<file path="src/sst_pkg.sv">
package sst_pkg;

  localparam int DEPTH   = 64;
  localparam int ADDR_W  = $clog2(DEPTH);
  localparam int CNT_W   = $clog2(DEPTH + 1);
  localparam int VALUE_W = 32;

  typedef logic signed [VALUE_W-1:0] value_t;

  typedef enum logic [2:0] {
    ST_IDLE,
    ST_POP,
    ST_CMP,
    ST_AUX_RD,
    ST_EMIT_RD,
    ST_EMIT_LD
  } state_t;

  typedef struct packed {
    logic              we;
    logic [ADDR_W-1:0] waddr;
    value_t            wdata;
    logic              re;
    logic [ADDR_W-1:0] raddr;
  } ram_req_t;

  typedef struct packed {
    logic   load;
    value_t value;
    logic   last;
    logic   ovf;
  } beat_t;

endpackage

</file>
<file path="src/stack_sort_with_auxiliary_stack.sv">
// channel  direction  tdata          tlast       tuser
// s_axis   in         value[31:0]    final_item  -
// m_axis   out        sorted_value   run_end     overflowed
//
// loading takes one beat per cycle while idle
// sorting pops each element off the main stack, first moving smaller aux tops
// back onto main, then pushes it onto aux; output then reads aux from the bottom
// input is not ready from the final beat until the last result is loaded
// an output stall holds the result register and pauses the emit sequence
// synchronous reset empties both stacks at once, no clearing pass
module stack_sort_with_auxiliary_stack
  import sst_pkg::*;
(
  input  logic        clk,
  input  logic        rst,
  input  logic        s_axis_tvalid,
  output logic        s_axis_tready,
  input  logic [31:0] s_axis_tdata,   // value[31:0]
  input  logic        s_axis_tlast,
  output logic        m_axis_tvalid,
  input  logic        m_axis_tready,
  output logic [31:0] m_axis_tdata,   // sorted_value[31:0]
  output logic        m_axis_tlast,
  output logic        m_axis_tuser    // overflowed
);

  ram_req_t main_req, aux_req;
  value_t   main_rdata, aux_rdata;
  beat_t    beat;
  logic     out_free;

  assign out_free = !m_axis_tvalid || m_axis_tready;

  sst_sorter u_sorter (
    .clk        (clk),
    .rst        (rst),
    .in_valid   (s_axis_tvalid),
    .in_ready   (s_axis_tready),
    .in_value   (s_axis_tdata),
    .in_last    (s_axis_tlast),
    .out_free   (out_free),
    .beat       (beat),
    .main_req   (main_req),
    .main_rdata (main_rdata),
    .aux_req    (aux_req),
    .aux_rdata  (aux_rdata)
  );

  sst_ram #(
    .WIDTH (VALUE_W),
    .DEPTH (DEPTH)
  ) u_main_ram (
    .clk   (clk),
    .we    (main_req.we),
    .waddr (main_req.waddr),
    .wdata (main_req.wdata),
    .re    (main_req.re),
    .raddr (main_req.raddr),
    .rdata (main_rdata)
  );

  sst_ram #(
    .WIDTH (VALUE_W),
    .DEPTH (DEPTH)
  ) u_aux_ram (
    .clk   (clk),
    .we    (aux_req.we),
    .waddr (aux_req.waddr),
    .wdata (aux_req.wdata),
    .re    (aux_req.re),
    .raddr (aux_req.raddr),
    .rdata (aux_rdata)
  );

  always_ff @(posedge clk) begin
    if (rst) begin
      m_axis_tvalid <= 1'b0;
    end else if (beat.load) begin
      m_axis_tvalid <= 1'b1;
    end else if (m_axis_tready) begin
      m_axis_tvalid <= 1'b0;
    end
  end

  always_ff @(posedge clk) begin
    if (beat.load) begin
      m_axis_tdata <= beat.value;
      m_axis_tlast <= beat.last;
      m_axis_tuser <= beat.ovf;
    end
  end

endmodule

</file>
<file path="src/sst_ram.sv">
module sst_ram #(
  parameter int WIDTH = 32,
  parameter int DEPTH = 64
) (
  input  logic                     clk,
  input  logic                     we,
  input  logic [$clog2(DEPTH)-1:0] waddr,
  input  logic [WIDTH-1:0]         wdata,
  input  logic                     re,
  input  logic [$clog2(DEPTH)-1:0] raddr,
  output logic [WIDTH-1:0]         rdata
);

  logic [WIDTH-1:0] mem [DEPTH];

  always_ff @(posedge clk) begin
    if (we) begin
      mem[waddr] <= wdata;
    end
  end

  always_ff @(posedge clk) begin
    if (re) begin
      rdata <= mem[raddr];
    end
  end

endmodule

</file>
<file path="src/sst_sorter.sv">
module sst_sorter
  import sst_pkg::*;
(
  input  logic     clk,
  input  logic     rst,
  input  logic     in_valid,
  output logic     in_ready,
  input  value_t   in_value,
  input  logic     in_last,
  input  logic     out_free,
  output beat_t    beat,
  output ram_req_t main_req,
  input  value_t   main_rdata,
  output ram_req_t aux_req,
  input  value_t   aux_rdata
);

  state_t            state, state_next;
  logic [CNT_W-1:0]  n, n_next;
  logic [CNT_W-1:0]  an, an_next;
  logic [ADDR_W-1:0] k, k_next;
  logic              ovf, ovf_next;
  value_t            aux_top, aux_top_next;

  logic [CNT_W-1:0] n_dec;
  logic [CNT_W-1:0] an_dec2;
  logic [CNT_W-1:0] k_inc;

  assign n_dec   = n - CNT_W'(1);
  assign an_dec2 = an - CNT_W'(2);
  assign k_inc   = CNT_W'(k) + CNT_W'(1);

  always_ff @(posedge clk) begin
    if (rst) begin
      state <= ST_IDLE;
      n     <= '0;
      an    <= '0;
      k     <= '0;
      ovf   <= 1'b0;
    end else begin
      state <= state_next;
      n     <= n_next;
      an    <= an_next;
      k     <= k_next;
      ovf   <= ovf_next;
    end
  end

  always_ff @(posedge clk) begin
    aux_top <= aux_top_next;
  end

  always_comb begin
    state_next   = state;
    n_next       = n;
    an_next      = an;
    k_next       = k;
    ovf_next     = ovf;
    aux_top_next = aux_top;
    main_req     = '0;
    aux_req      = '0;
    beat         = '0;
    in_ready     = 1'b0;
    unique case (state)
      ST_IDLE: begin
        in_ready = 1'b1;
        if (in_valid) begin
          if (n < CNT_W'(DEPTH)) begin
            main_req.we    = 1'b1;
            main_req.waddr = n[ADDR_W-1:0];
            main_req.wdata = in_value;
            n_next         = n + CNT_W'(1);
          end else begin
            ovf_next = 1'b1;
          end
          if (in_last) begin
            state_next = ST_POP;
          end
        end
      end
      ST_POP: begin
        if (n == '0) begin
          k_next     = '0;
          state_next = ST_EMIT_RD;
        end else begin
          main_req.re    = 1'b1;
          main_req.raddr = n_dec[ADDR_W-1:0];
          n_next         = n_dec;
          state_next     = ST_CMP;
        end
      end
      ST_CMP: begin
        if (an != '0 && aux_top < main_rdata) begin
          // smaller aux top goes back onto main
          main_req.we    = 1'b1;
          main_req.waddr = n[ADDR_W-1:0];
          main_req.wdata = aux_top;
          n_next         = n + CNT_W'(1);
          an_next        = an - CNT_W'(1);
          aux_req.re     = 1'b1;
          aux_req.raddr  = an_dec2[ADDR_W-1:0];
          state_next     = ST_AUX_RD;
        end else begin
          aux_req.we     = 1'b1;
          aux_req.waddr  = an[ADDR_W-1:0];
          aux_req.wdata  = main_rdata;
          aux_top_next   = main_rdata;
          an_next        = an + CNT_W'(1);
          state_next     = ST_POP;
        end
      end
      ST_AUX_RD: begin
        aux_top_next = aux_rdata;
        state_next   = ST_CMP;
      end
      ST_EMIT_RD: begin
        // aux bottom holds the largest value
        if (out_free) begin
          aux_req.re    = 1'b1;
          aux_req.raddr = k;
          state_next    = ST_EMIT_LD;
        end
      end
      ST_EMIT_LD: begin
        beat.load  = 1'b1;
        beat.value = aux_rdata;
        beat.last  = (k_inc == an);
        beat.ovf   = ovf;
        if (k_inc == an) begin
          an_next    = '0;
          ovf_next   = 1'b0;
          k_next     = '0;
          state_next = ST_IDLE;
        end else begin
          k_next     = k + ADDR_W'(1);
          state_next = ST_EMIT_RD;
        end
      end
      default: begin
        state_next = ST_IDLE;
      end
    endcase
  end

  a_capacity: assert property (@(posedge clk) disable iff (rst)
    (CNT_W+1)'(n) + (CNT_W+1)'(an) <= (CNT_W+1)'(DEPTH))
    else $error("stack contents exceed capacity");

  a_beat_slot: assert property (@(posedge clk) disable iff (rst)
    beat.load |-> $past(out_free))
    else $error("beat loaded while output register busy");

  a_run_done: assert property (@(posedge clk) disable iff (rst)
    (beat.load && beat.last) |=> (state == ST_IDLE && n == '0 && an == '0 && !ovf))
    else $error("run did not return to empty idle");

  a_aux_push: assert property (@(posedge clk) disable iff (rst)
    aux_req.we |-> (an < CNT_W'(DEPTH) && state == ST_CMP))
    else $error("aux push beyond capacity");

endmodule

</file>
<file path="config.mk">
export PLATFORM = sky130hd
export DESIGN_NAME = stack_sort_with_auxiliary_stack
export DESIGN_NICKNAME = d
export VERILOG_FILES = /design/src/sst_pkg.sv /design/src/stack_sort_with_auxiliary_stack.sv /design/src/sst_ram.sv /design/src/sst_sorter.sv
export SDC_FILE = /design/constraint.sdc
export NUM_CORES = 2
export LEC_CHECK = 0
export BUFFER_PORTS_ARGS = -buffer_cell sky130_fd_sc_hd__buf_4
export CORE_UTILIZATION = 37
export DETAILED_ROUTE_END_ITERATION = 8
export GPL_TIMING_DRIVEN = 0
export PLACE_DENSITY = 0.52
export REMOVE_ABC_BUFFERS = 1
export SLEW_MARGIN = 5
export SYNTH_ARGS = -nofsm -noshare
export SYNTH_HDL_FRONTEND = slang
export SYNTH_SLANG_ARGS = --single-unit
</file>
<file path="constraint.sdc">
create_clock -name clk -period 5.61 [get_ports clk]
set_input_delay 0.561 -clock clk [delete_from_list [all_inputs] [get_ports clk]]
set_output_delay 0.561 -clock clk [all_outputs]
set_load 0.03 [all_outputs]
</file>
* Word-level counts from Yosys, hierarchy flattened *
Memory sizes are Yosys's and may differ from the RTL's. A register that Yosys moved wholly into a read port is not among the register bits.
Cells that the tools add are included.

cells by class
  add/sub/neg operators = 7
  order comparisons = 2
  eq/ne operators = 16
  mux-type cells = 43
  reductions and logical operators = 18

operator list
  cell                   number
  $mux W39               5
  $pmux W39 S2           1
  $mux W7                10
  $pmux W32 S2           1
  $mux W35               1
  $lt A32 B32 Y1         1
  $mux W32               1
  $pmux W7 S2            2
  $pmux W7 S3            1
  $pmux W3 S6            1
  $mux W3                5
  $add A7 B1 Y7 const B  2
  $sub A7 B1 Y7 const B  2
  $mux W6                2
  $ne A2 B2 Y1 const B   6
  $pmux W6 S2            1
  $mux W1                10
  $reduce_bool A2 Y1     5
  $ne A2 B1 Y1 const B   4
  $add A6 B1 Y7 const B  1
  $eq A7 B7 Y1           1
  $logic_not A7 Y1       1
  $lt A7 B7 Y1 const B   1
  $reduce_bool A7 Y1     1
  16 further kinds       20

word-level totals
  register bits = 91
  bits in writable memories = 4096
  input port bits = 37
  output and inout bits = 36
  logic and storage cells = 98
  memories kept = 2

memory list
  memory          depth  bits a word  rd ports  clocked after Yosys merged registers in  write ports  RTL line       text
  u_aux_ram.mem   64     32           1         1                                        1            sst_ram.sv:14  logic [WIDTH-1:0] mem [DEPTH];
  u_main_ram.mem  64     32           1         1                                        1            sst_ram.sv:14

* Depth between registers and ports, before layout *
  depth after elaboration = 6
  mapped depth = 20
  gate-level depth less buffers = 18

* Cells and area by module *
From an unflattened synthesis, not the netlist that was laid out.

second synthesis, totals
  cell total of the unflattened synthesis = 7255
  area, all modules = 163689.5 sq um

by module, submodules not included
  module                           instances  cells each  area each (sq um)  seq. area each (sq um)
  sst_ram                          2          3324        78835.6            62459.9
  sst_sorter                       1          569         4951.0             1441.4
  stack_sort_with_auxiliary_stack  1          38          1067.3             1041.0

* Least setup slack after synthesis *
Ideal clock, no wire load.

  path type = register -> register
  start = reg u_sorter.aux_top[15]
  end = mem u_aux_ram.mem[0][23] (data pin)
  library setup time = 0.680 ns
  arrival = 4.931 ns
  required time = 4.930 ns
  slack = -0.001 ns
  cell stages (with the launch flop) = 10
  path buffers = 2
  period minus slack after synthesis = 5.611 ns
  cell sequence = edfxtp_1 -> ha_1 -> nand4_1 -> or3_1 -> a2111oi_2 -> o41ai_4 -> and4_4 -> clkbuf_1 -> buf_1 -> nor3_1

RTL lines
  item                      RTL line          text
  start: declaration        sst_sorter.sv:23  value_t aux_top, aux_top_next;
  start signal: assignment  sst_sorter.sv:50  aux_top <= aux_top_next;
  end: declaration          sst_ram.sv:14

* Final worst setup path *
  start = reg u_main_ram.rdata[23], read port of u_main_ram.mem
  end = reg u_aux_ram.rdata[11], read port of u_aux_ram.mem (data pin)

between the ends
  longest elaborated chain between the ends = 4

RTL lines
  item                 RTL line          text
  start: declaration   sst_ram.sv:11     output logic [WIDTH-1:0] rdata
  $lt A32 B32 Y1       sst_sorter.sv:93  if (an != '0 && aux_top < main_rdata) begin
  $logic_and A1 B1 Y1  sst_sorter.sv:93
  $mux W7              sst_sorter.sv:93
  $pmux W7 S2          sst_sorter.sv:64  unique case (state)
  end: declaration     sst_ram.sv:11

No other way between the ends.
A chain may end at the register's enable or synchronous reset.

==> metrics <==
Post-DRT Antenna Nets=0; via density per instance=5.62; reg2reg end=u_aux_ram.rdata[11]$_DFFE_PP_; post-DR wirelength/cell=31.9 microns; Max VDD drop=0.000290 V; vias in the first global route=82600; Site Rows=244; Rel. slew slack=-0.0235; DR iter-0 viols=9143; reg2reg setup slack=-20 ps; hold path depth=2; RSZ-0062 raised after global routing=true; Die Wd=670 microns; DP Area=182000 sq um; clock skew=36.7 ps; final hold violation count=0; kind of critical path=register to register; TritonRoute pass-1 iters=6; Critical Path Start Type=register; htree depth=5; WL final=461000 microns; Clock Path Buffers=4; gate count of the mapped netlist=7497; mapped cell area=165000 sq um; Num CTS Buffers=418; Initial Util=0.373; total of max-cap violations=1; crit path max fanout=26; HP Class=primary input to register; # port buffers=72; CTS Sinks=4251; core area=443000 sq um; GPL Wtd Cong=0.848; area delta synth->final=19.5%; post-route cell area=197000 sq um; max-slew violation count=2; drc violations=0; fin worst setup slack=-18.1 ps; Req. time, crit path=6440 ps; dpl hpwl=306000 microns; share of layout cells above drive strength 1=0.313; Synth top area share=0.769; syn_area_per_cell=22.0 sq um; Area contributors post-synth=edfxtp_1, mux4_2, mux2i_1; count leader, synth=edfxtp_1; Die Area=449000 sq um; Total GRT Usage=0.202; global-route wire length before repair=643000 microns; hold path endpoint=u_main_ram.mem[18][21]$_DFFE_PP_; initial antenna violation count=30; synth unique cells=72; Final nets=8267; hold path start=s_axis_tdata[21]; cell area power density=382 nW/um^2; Leak Pwr=60.7 nW; die height=670 microns; largest net degree at the start of global routing=65; TritonCTS clock tree=yes; Max Freq=178 MHz; R2R cell count=15; I/O pin count=73; Top FF cell, synth=edfxtp_1; final setup fails=1; Clock Root Buffer=clkbuf_16; FF-to-FF Start=u_main_ram.rdata[23]$_DFFE_PP_; list of most frequent post-synthesis cells=edfxtp_1, mux4_2, mux2i_1; Syn. warnings=0; Synth async-reset ratio=0; total grt overflow=0; clk slew on worst S/H paths=60 ps; worst-skew pair later-pin latency=970 ps; via count=81200; Worst Path Arrival=6460 ps; Least-Margin Pin Slew=1530 ps; outcome=complete, but fails checks; power after layout=0.0752 W; number of synthesized flops with an enable pin=4226; synthesized flop and latch total=4251; crit share post-route=1.00; Seq/Total Area, Yosys=0.772; CP Capture Type=register; DP Worst Slack=-1380 ps; post-layout min period=5630 ps; failing checks=max-capacitance violations, max-slew violations, negative setup slack; post-synth top area cell=edfxtp_1
-- critical path: stages, from the launching register on --
cell and delay [ps]:
edfxtp_1 450, inv_2 150, ha_1 270, a21oi_1 160, o21ai_1 150, a221o_1 370, or3_4 450, and4_4 240
buf_4 160, buf_4 150, buf_4 160, a32oi_1 490, buf_4 320, nand3_4 580, o22ai_1 1100, or4_1 230
-- logic make-up after synthesis --
| group | count (synthesis) | share of synthesized area |
|---|---|---|
| xor+xnor | 26 | 0.00138 |
| compound gates | 633 | 0.0261 |
| mux | 1410 | 0.162 |
| buf+inv | 467 | 0.0144 |
| fa+ha+maj | 48 | 0.00368 |
| simple gates | 662 | 0.0201 |
| flops | 4251 | 0.772 |
-- metal layers --
metal,vias up,wire (microns),global-route usage
li1,33100,-,-
met1,44500,198000,0.286
met2,2883,214000,0.314
met3,614,28000,0.0302
met4,2,21100,0.0822
met5,-,13,0
-- registers in the layout (all words and copies together), names as in the netlist --
name and flops:
u_sorter.an 7, u_sorter.k 6, u_sorter.aux_top 32, m_axis_tuser 1
m_axis_tlast 1, u_aux_ram.rdata 32, u_sorter.ovf 1, u_sorter.state 3
u_aux_ram.mem 2048, u_main_ram.mem 2048, m_axis_tdata 32, u_main_ram.rdata 32
u_sorter.n 7, m_axis_tvalid 1
-- metrics by stage --
stage	utilization	cells	hold slack [ps]	setup TNS, ps
after floorplan	-	7074	421	-1771490
after global placement	0.385	13100	439	-
after detailed placement	0.411	13600	449	-1835420
after CTS	0.443	14400	171	-81.8
after global routing	0.445	14400	182	-324
final	0.445	14500	254	-18.1
-- cell type report --
class,count,area [sq um]
fillers,36900,246000
flip-flops and latches,4251,127000
multi-input cells,2782,37300
repair buffers,685,11800
clock buffers,512,11100
well taps,5904,7390
clock inverters,257,1990
inverters,44,165
diodes,17,42.5
-- timing repair --
action / 4_1_cts / 5_1_grt
hold endpoints to repair: 22 / 0
buffers inserted: 46 / 49
setup endpoints to repair: 3878 / 1293
gates cloned: 3 / 2
hold buffers: 2 / 0
resized for setup: 62 / 53
pin swaps: 22 / 25
-- cells in the final DEF, fill, tap and decap left out, types with 92 or more instances in the layout --
cell / instances
a21oi_1: 146
nor2_4: 133
buf_6: 95
buf_12: 248
nand2_1: 115
edfxtp_1: 4226
a211oi_1: 204
clkbuf_16: 429
mux4_2: 1009
clkinv_1: 92
buf_4: 158
clkinv_2: 98
nor2b_1: 124
mux2i_1: 329
buf_16: 142
-- report_power, final --
| group | leakage [nW] | switching (W) | internal (W) |
|---|---|---|---|
| sequential | 37.2 | 0.000331 | 0.0363 |
| clock | 6.42 | 0.0120 | 0.0153 |
| combinational | 17.1 | 0.00703 | 0.00431 |
| total | 60.7 | 0.0193 | 0.0559 |
-- how the worst max path moves through the flow --
stage	start	end	slack, ps	depth (start not counted)
after floorplan	u_main_ram.rdata[31]$_DFFE_PP_	u_aux_ram.rdata[5]$_DFFE_PP_	-26140	14
after global placement	u_sorter.aux_top[13]$_DFFE_PP_	u_aux_ram.rdata[20]$_DFFE_PP_	-57120	12
after detailed placement	u_sorter.aux_top[13]$_DFFE_PP_	u_aux_ram.rdata[16]$_DFFE_PP_	-1380	12
after CTS	u_main_ram.rdata[23]$_DFFE_PP_	u_aux_ram.mem[15][29]$_DFFE_PP_	-10	12
after global routing	u_main_ram.rdata[15]$_DFFE_PP_	u_aux_ram.rdata[24]$_DFFE_PP_	-50	19
final	u_main_ram.rdata[23]$_DFFE_PP_	u_aux_ram.rdata[11]$_DFFE_PP_	-20	15
No activity file was read; power rests on OpenSTA's default activity.
